===== src/hw/rtl/mbbs_pkg.sv =====
// Shared constants, types and sequencer codes for the mesh bounding box and sphere block.
package mbbs_pkg;

  localparam int COORD_BITS = 24;
  localparam int WIDE_BITS  = COORD_BITS + 1;
  localparam int ROOT_BITS  = WIDE_BITS;
  localparam int SUM_BITS   = 2 * ROOT_BITS;
  localparam int PROD_BITS  = 2 * COORD_BITS;
  localparam int REM_BITS   = ROOT_BITS + 1;
  localparam int CNT_BITS   = $clog2(ROOT_BITS);
  localparam int NUM_AXES   = 3;

  localparam int IN_FIELD_BITS  = NUM_AXES * COORD_BITS;
  localparam int IN_DATA_BITS   = ((IN_FIELD_BITS + 7) / 8) * 8;
  localparam int OUT_FIELD_BITS = NUM_AXES * COORD_BITS + NUM_AXES * WIDE_BITS + ROOT_BITS;
  localparam int OUT_DATA_BITS  = ((OUT_FIELD_BITS + 7) / 8) * 8;

  typedef logic [1:0] axis_t;
  localparam axis_t AXIS_X = 2'd0;
  localparam axis_t AXIS_Y = 2'd1;
  localparam axis_t AXIS_Z = 2'd2;

  typedef logic signed [COORD_BITS-1:0] coord_t;
  typedef logic [COORD_BITS-1:0]        extent_t;
  typedef logic signed [WIDE_BITS-1:0]  center_t;
  typedef logic [ROOT_BITS-1:0]         root_t;
  typedef logic [SUM_BITS-1:0]          sum_t;
  typedef logic [PROD_BITS-1:0]         prod_t;

  localparam coord_t COORD_MAX = {1'b0, {(COORD_BITS-1){1'b1}}};
  localparam coord_t COORD_MIN = {1'b1, {(COORD_BITS-1){1'b0}}};

  typedef enum logic [1:0] {
    BND_HOLD,
    BND_WIDEN,
    BND_CLEAR
  } bnd_op_t;

  typedef struct packed {
    bnd_op_t op;
    axis_t   axis;
  } bnd_cmd_t;

  typedef enum logic [2:0] {
    ST_IDLE,
    ST_WIDEN,
    ST_MEASURE,
    ST_SQUARE,
    ST_ADD,
    ST_LOAD,
    ST_ROOT,
    ST_OUT
  } state_t;

endpackage


===== src/hw/rtl/mesh_bounding_box_sphere.sv =====
// Top level: vertex stream in, bounding box extents, centers and sphere radius out.
// A vertex without the last mark is accepted, then widened on each axis in turn.
// After a last vertex is accepted, the sequencer widens and measures each axis, squares
// and adds each extent through the one multiplier, loads the root unit and forms the root;
// then m_tvalid rises. Input is not ready until that result has been taken; the min and max
// registers are restored for the next mesh as the result is formed. Reset is synchronous.
module mesh_bounding_box_sphere (
  input  logic                                clk,
  input  logic                                rst,
  input  logic                                s_tvalid,
  output logic                                s_tready,
  // Fields from bit 0 up: coord_x, coord_y, coord_z.
  input  logic [mbbs_pkg::IN_DATA_BITS-1:0]   s_tdata,
  // last_vertex.
  input  logic                                s_tlast,
  output logic                                m_tvalid,
  input  logic                                m_tready,
  // Fields from bit 0 up: extent_x, extent_y, extent_z, center_x, center_y, center_z,
  // sphere_radius.
  output logic [mbbs_pkg::OUT_DATA_BITS-1:0]  m_tdata
);
  import mbbs_pkg::*;

  state_t   state;
  state_t   state_next;
  axis_t    axis;
  coord_t   vtx [NUM_AXES];
  logic     vtx_last;
  extent_t  ext [NUM_AXES];
  center_t  ctr [NUM_AXES];
  prod_t    prod;
  sum_t     sum;
  bnd_cmd_t cmd;
  coord_t   coord_sel;
  extent_t  ext_sel;
  extent_t  extent;
  center_t  center;
  logic     root_start;
  root_t    root;
  logic     root_done;
  logic     accept;

  function automatic axis_t step_axis(input axis_t a);
    return (a == AXIS_Z) ? AXIS_X : a + axis_t'(1);
  endfunction

  assign accept = s_tvalid && s_tready;

  always_comb begin
    case (axis)
      AXIS_Y: begin
        coord_sel = vtx[1];
        ext_sel   = ext[1];
      end
      AXIS_Z: begin
        coord_sel = vtx[2];
        ext_sel   = ext[2];
      end
      default: begin
        coord_sel = vtx[0];
        ext_sel   = ext[0];
      end
    endcase
  end

  mbbs_bounds u_bounds (
    .clk    (clk),
    .rst    (rst),
    .cmd    (cmd),
    .coord  (coord_sel),
    .extent (extent),
    .center (center)
  );

  mbbs_root u_root (
    .clk   (clk),
    .rst   (rst),
    .start (root_start),
    .value (sum),
    .root  (root),
    .done  (root_done)
  );

  always_comb begin
    state_next = state;
    case (state)
      ST_IDLE: begin
        if (accept) begin
          state_next = ST_WIDEN;
        end
      end
      ST_WIDEN: begin
        if (axis == AXIS_Z) begin
          state_next = vtx_last ? ST_MEASURE : ST_IDLE;
        end
      end
      ST_MEASURE: begin
        if (axis == AXIS_Z) begin
          state_next = ST_SQUARE;
        end
      end
      ST_SQUARE: state_next = ST_ADD;
      ST_ADD: begin
        state_next = (axis == AXIS_Z) ? ST_LOAD : ST_SQUARE;
      end
      ST_LOAD: state_next = ST_ROOT;
      ST_ROOT: begin
        if (root_done) begin
          state_next = ST_OUT;
        end
      end
      ST_OUT: begin
        if (m_tready) begin
          state_next = ST_IDLE;
        end
      end
      default: state_next = ST_IDLE;
    endcase
  end

  always_comb begin
    s_tready   = 1'b0;
    m_tvalid   = 1'b0;
    root_start = 1'b0;
    cmd.op     = BND_HOLD;
    cmd.axis   = axis;
    case (state)
      ST_IDLE:    s_tready = 1'b1;
      ST_WIDEN:   cmd.op = BND_WIDEN;
      ST_MEASURE: begin
        // The last axis read also restores the bounds for the next mesh.
        if (axis == AXIS_Z) begin
          cmd.op = BND_CLEAR;
        end
      end
      ST_LOAD:    root_start = 1'b1;
      ST_OUT:     m_tvalid = 1'b1;
      default:    cmd.op = BND_HOLD;
    endcase
  end

  always_ff @(posedge clk) begin
    if (rst) begin
      state <= ST_IDLE;
      axis  <= AXIS_X;
    end else begin
      state <= state_next;
      case (state)
        ST_IDLE: begin
          axis <= AXIS_X;
          if (accept) begin
            vtx[0]   <= s_tdata[COORD_BITS-1:0];
            vtx[1]   <= s_tdata[2*COORD_BITS-1:COORD_BITS];
            vtx[2]   <= s_tdata[3*COORD_BITS-1:2*COORD_BITS];
            vtx_last <= s_tlast;
          end
        end
        ST_WIDEN: axis <= step_axis(axis);
        ST_MEASURE: begin
          for (int i = 0; i < NUM_AXES; i++) begin
            if (axis == axis_t'(i)) begin
              ext[i] <= extent;
              ctr[i] <= center;
            end
          end
          sum  <= '0;
          axis <= step_axis(axis);
        end
        ST_SQUARE: prod <= ext_sel * ext_sel;
        ST_ADD: begin
          sum  <= sum + sum_t'(prod);
          axis <= step_axis(axis);
        end
        default: axis <= axis;
      endcase
    end
  end

  assign m_tdata = OUT_DATA_BITS'({root, ctr[2], ctr[1], ctr[0], ext[2], ext[1], ext[0]});

endmodule


===== src/hw/rtl/mbbs_bounds.sv =====
// Per-axis running minimum and maximum with one shared compare and add unit.
module mbbs_bounds (
  input  logic              clk,
  input  logic              rst,
  input  mbbs_pkg::bnd_cmd_t cmd,
  input  mbbs_pkg::coord_t  coord,
  output mbbs_pkg::extent_t extent,
  output mbbs_pkg::center_t center
);
  import mbbs_pkg::*;

  coord_t low  [NUM_AXES];
  coord_t high [NUM_AXES];
  coord_t low_sel;
  coord_t high_sel;
  logic   below;
  logic   above;

  always_comb begin
    case (cmd.axis)
      AXIS_Y: begin
        low_sel  = low[1];
        high_sel = high[1];
      end
      AXIS_Z: begin
        low_sel  = low[2];
        high_sel = high[2];
      end
      default: begin
        low_sel  = low[0];
        high_sel = high[0];
      end
    endcase
  end

  assign below  = coord < low_sel;
  assign above  = coord > high_sel;
  assign extent = extent_t'(high_sel - low_sel);
  assign center = center_t'(high_sel) + center_t'(low_sel);

  // A clear command still shows the selected axis on extent and center in its cycle.
  always_ff @(posedge clk) begin
    for (int i = 0; i < NUM_AXES; i++) begin
      if (rst || cmd.op == BND_CLEAR) begin
        low[i]  <= COORD_MAX;
        high[i] <= COORD_MIN;
      end else if (cmd.op == BND_WIDEN && cmd.axis == axis_t'(i)) begin
        if (below) begin
          low[i] <= coord;
        end
        if (above) begin
          high[i] <= coord;
        end
      end
    end
  end

endmodule


===== src/hw/rtl/mbbs_root.sv =====
// Iterative integer square root, one result bit per cycle.
module mbbs_root (
  input  logic            clk,
  input  logic            rst,
  input  logic            start,
  input  mbbs_pkg::sum_t  value,
  output mbbs_pkg::root_t root,
  output logic            done
);
  import mbbs_pkg::*;

  sum_t                 rest;
  logic [REM_BITS-1:0]  rem;
  logic                 active;
  logic [CNT_BITS-1:0]  count;
  logic [REM_BITS+1:0]  trial;
  logic [REM_BITS+1:0]  test;
  logic                 fits;
  logic [REM_BITS+1:0]  diff;

  // Bring down the next two bits and try root*4 + 1 against the partial remainder.
  assign trial = {rem, rest[SUM_BITS-1 -: 2]};
  assign test  = {1'b0, root, 2'b01};
  assign fits  = trial >= test;
  assign diff  = trial - test;

  always_ff @(posedge clk) begin
    if (rst) begin
      active <= 1'b0;
      done   <= 1'b0;
      count  <= '0;
    end else begin
      done <= 1'b0;
      if (start) begin
        active <= 1'b1;
        count  <= '0;
        rest   <= value;
        rem    <= '0;
        root   <= '0;
      end else if (active) begin
        rest <= {rest[SUM_BITS-3:0], 2'b00};
        rem  <= fits ? diff[REM_BITS-1:0] : trial[REM_BITS-1:0];
        root <= {root[ROOT_BITS-2:0], fits};
        count <= count + CNT_BITS'(1);
        if (count == CNT_BITS'(ROOT_BITS - 1)) begin
          active <= 1'b0;
          done   <= 1'b1;
        end
      end
    end
  end

endmodule


===== config.mk =====
export PLATFORM = sky130hd
export DESIGN_NAME = mesh_bounding_box_sphere
export DESIGN_NICKNAME = d
export VERILOG_FILES = /design/src/hw/rtl/mbbs_pkg.sv /design/src/hw/rtl/mesh_bounding_box_sphere.sv /design/src/hw/rtl/mbbs_bounds.sv /design/src/hw/rtl/mbbs_root.sv
export SDC_FILE = /design/constraint.sdc
export NUM_CORES = 2
export LEC_CHECK = 0
export BUFFER_PORTS_ARGS = -buffer_cell sky130_fd_sc_hd__buf_2
export CAP_MARGIN = 10
export CORE_ASPECT_RATIO = 0.8
export CORE_MARGIN = 1
export CORE_UTILIZATION = 57
export CTS_CLUSTER_DIAMETER = 50
export DETAILED_ROUTE_END_ITERATION = 8
export HOLD_SLACK_MARGIN = 0.15
export PLACE_DENSITY = 0.89
export SLEW_MARGIN = 15
export SYNTH_ARGS = -nofsm -noshare
export SYNTH_HDL_FRONTEND = slang
export SYNTH_SLANG_ARGS = --single-unit
export TNS_END_PERCENT = 30

===== constraint.sdc =====
create_clock -name clk -period 8.55 [get_ports clk]
set_input_delay 1.2825 -clock clk [delete_from_list [all_inputs] [get_ports clk]]
set_output_delay 1.2825 -clock clk [all_outputs]
set_load 0.05 [all_outputs]

==> results.py <==
metrics = {
    "final_layout": {
        "syn2layout_area_growth_pct": 10.5,
        "nNetsFinal": 5550,
        "finalInstanceArea_um2": 50000,
        "n_antenna_cell": 0,
        "drive_gt1_frac": 0.110,
    },
    "global_routing": {
        "grt_pass1_vias": 34819,
        "grt_remaining_overflow": 0,
        "grt_use_total": 0.318,
        "antenna_found_initial": 2,
        "grt_pass1_wl_um": 195000,
        "grt_start_max_net_pins": 99,
    },
    "sta": {
        "worstMarginPinSlew_ns": 1.26,
        "worst_slack_ns": 0.189,
        "finClkSkew_ns": 0.0376,
        "min_period_ns": 8.36,
        "max_freq_mhz": 120,
        "final_hold_viol_count": 0,
        "whs_ns": 0.510,
        "setup_viol": 0,
        "max_slew_margin": 0.159,
        "slew_viol_final": 0,
        "min_period_over_period": 0.978,
    },
    "setup_path": {
        "cp_common_cell": "fa_1",
        "arrival_ns": 8.73,
        "crit_fanout": 8,
        "cpPeakStageDelay_ns": 0.55,
        "endpoint_kind": "register",
        "timing.critical_path.from_type": "register",
        "required_ns": 8.92,
        "slowest_stage": "or4_1",
        "crit_type": "reg -> reg",
    },
    "routing": {
        "vias": 34661,
        "wirelength_um": 127000,
        "via_per_inst": 6.01,
        "drt_iter0_drc": 4584,
        "postRouteAntennaNets": 0,
        "route.detailed.drc": 0,
        "dr.pass1.iters": 6,
        "avgRoutedWirePerCell_um": 22.0,
    },
    "yosys": {
        "synth_cells": 4457,
        "synth-edff-count": 559,
        "ys.flop_type": "edfxtp_1",
        "ys_seq_area_frac": 0.377,
        "syn_area_per_cell_um2": 10.1,
        "yosysUniqueCellTypes": 80,
        "yosys_warnings": 0,
        "ys_ff_latch": 571,
        "async_flop_share": 0,
        "syn-cell-area_um2": 45200,
    },
    "die": {
        "fp.dieH_um": 254,
        "dieArea_um2": 80400,
        "core-area_um2": 77800,
        "ioPinCount": 255,
        "initial_core_util": 0.581,
        "rows": 91,
        "die_w_um": 317,
    },
    "min_path": {
        "hp-class": "reg -> reg",
    },
    "cts": {
        "insertion_delay_ns": 0.66,
        "cts_tree": "built",
        "cts_sinks": 571,
        "cts_buffer_depth": 3,
        "hold_buffers": 0,
        "path_clk_slew_ns": 0.06,
        "ctsRootBufferMaster": "clkbuf_16",
        "cts_buffers": 57,
        "htreeDepth": 2,
    },
    "placed_design": {
        "port_buffers": 250,
        "dpl_cell_area_um2": 47800,
        "gp_congestion": 1.04,
        "preCtsSetupSlack_ns": -0.178,
        "hpwlAfterDp_um": 95800,
    },
    "outcome": {
        "status": "complete, no violations",
    },
    "run": {
        "maxCapViolCount": 0,
    },
}
## cell type report
type / instances / area [µm²]
well taps: 1023 / 1280
flip-flops and latches: 571 / 17000
repair buffers: 360 / 2170
clock inverters: 42 / 417
inverters: 767 / 2890
multi-input cells: 2942 / 24700
clock buffers: 64 / 1450
fillers: 5775 / 27800
## what timing repair did
action,CTS,global route
pin swaps,3,6
setup buffers,3,13
resized for setup,1,28
endpoints found under the setup margin,3,19
## per-layer routing
metal,vias up,wire length (µm),GRT usage
li1,15233,-,-
met1,16781,49500,0.439
met3,333,18200,0.102
met5,-,0,0
met2,2314,55000,0.477
met4,0,4040,0.0952
## through the flow
| step | instances | utilization | TNS, ns |
|---|---|---|---|
| 4_1_cts | 5756 | 0.640 | 0 |
| 5_1_grt | 5769 | 0.642 | -0.148 |
| 2_1_floorplan | 4460 | - | 0 |
| 3_3_place_gp | 5647 | 0.615 | 0 |
| 3_5_place_dp | 5647 | 0.615 | -0.235 |
| 6_report | 5769 | 0.642 | 0 |
## worst max-delay path, delay by kind of cell, from the launching register on
kind | cells | cell delay, ns
AND/OR/NAND/NOR | 3 | 0.84
buffers and inverters | 9 | 1.07
adder cells (fa/ha/maj) | 9 | 4.03
XOR/XNOR | 1 | 0.08
AO/OA/AOI/OAI | 7 | 1.67
flip-flops | 1 | 0.37
## Yosys cell counts (5+ instances only)
cell	number	share of area
a31o_2	7	0.0014
xor2_1	43	0.0083
nand2_1	483	0.040
edfxtp_1	559	0.37
a21oi_1	242	0.027
a21boi_0	5	0.00083
and3_1	25	0.0035
a22oi_1	100	0.017
a2111oi_0	8	0.0016
nor4_1	6	0.00083
o22ai_1	9	0.0012
inv_1	764	0.063
fa_1	429	0.19
or4_1	5	0.00083
o21bai_1	23	0.0038
nor3_1	42	0.0047
nor2b_1	20	0.0028
a211oi_1	24	0.0040
o31ai_1	10	0.0017
clkbuf_1	126	0.010
o21a_1	24	0.0040
and2_1	21	0.0029
a21o_1	101	0.017
nor2_1	519	0.043
or3_1	14	0.0019
buf_1	30	0.0025
o21ai_0	87	0.0096
nor3b_1	7	0.0012
or2_2	8	0.0011
nand2b_1	25	0.0035
buf_4	9	0.0015
buf_2	14	0.0016
a211o_1	6	0.0012
mux2i_1	24	0.0053
a31oi_1	18	0.0025
xnor2_1	102	0.020
o211ai_1	11	0.0018
ha_1	345	0.095
nand3b_1	5	0.00083
dfxtp_1	12	0.0053
nand4_1	27	0.0037
nand3_1	40	0.0044
## cells by family (layout without fill, tap and decap cells)
family | Yosys count | after routing | synth area share
buffers and inverters | 947 | 1233 | 0.0798
AOI/OAI and AO/OA | 731 | 731 | 0.106
xor gates and xnor gates | 145 | 145 | 0.0281
and+or+nand+nor | 1263 | 1263 | 0.118
muxes | 25 | 25 | 0.00556
other | 1 | 4 | 0.0000830
adders and majority gates | 774 | 774 | 0.286
DFF | 571 | 571 | 0.377
## state kept, by name (all words and copies together) (netlist names)
register / count
u_root.count: 5
ext: 69
u_bounds.low: 72
u_root.done: 1
u_root.rest: 50
sum: 50
u_root.active: 1
vtx_last: 1
state: 3
u_root.root: 25
vtx: 72
prod: 47
axis: 2
u_root.rem: 26
u_bounds.high: 72
ctr: 75
## worst paths after layout
| check | from | to | slack (ns) | cells after the start |
|---|---|---|---|---|
| max | axis[1]$_SDFFE_PP0P_ | prod[47]$_DFFE_PP_ | 0.19 | 29 |
| min | u_root.rest[27]$_DFFE_PP_ | u_root.rest[29]$_DFFE_PP_ | 0.51 | 2 |
| max reg2reg | axis[1]$_SDFFE_PP0P_ | prod[47]$_DFFE_PP_ | 0.19 | 29 |
| min reg2reg | u_root.rest[27]$_DFFE_PP_ | u_root.rest[29]$_DFFE_PP_ | 0.51 | 2 |
## placed cells by master, fill, tap and decap left out, types with 43 or more instances in the layout
cell type	count
buf_2	250
nand2_1	483
a22oi_1	97
xnor2_1	102
edfxtp_1	559
xor2_1	43
clkbuf_16	57
a21oi_1	233
inv_1	757
ha_1	342
buf_4	100
a21o_1	99
o21ai_0	86
fa_1	429
nor2_1	515
Power is not shown: default switching activity piles up to over one toggle a cycle in this logic, so the estimate is an artifact.
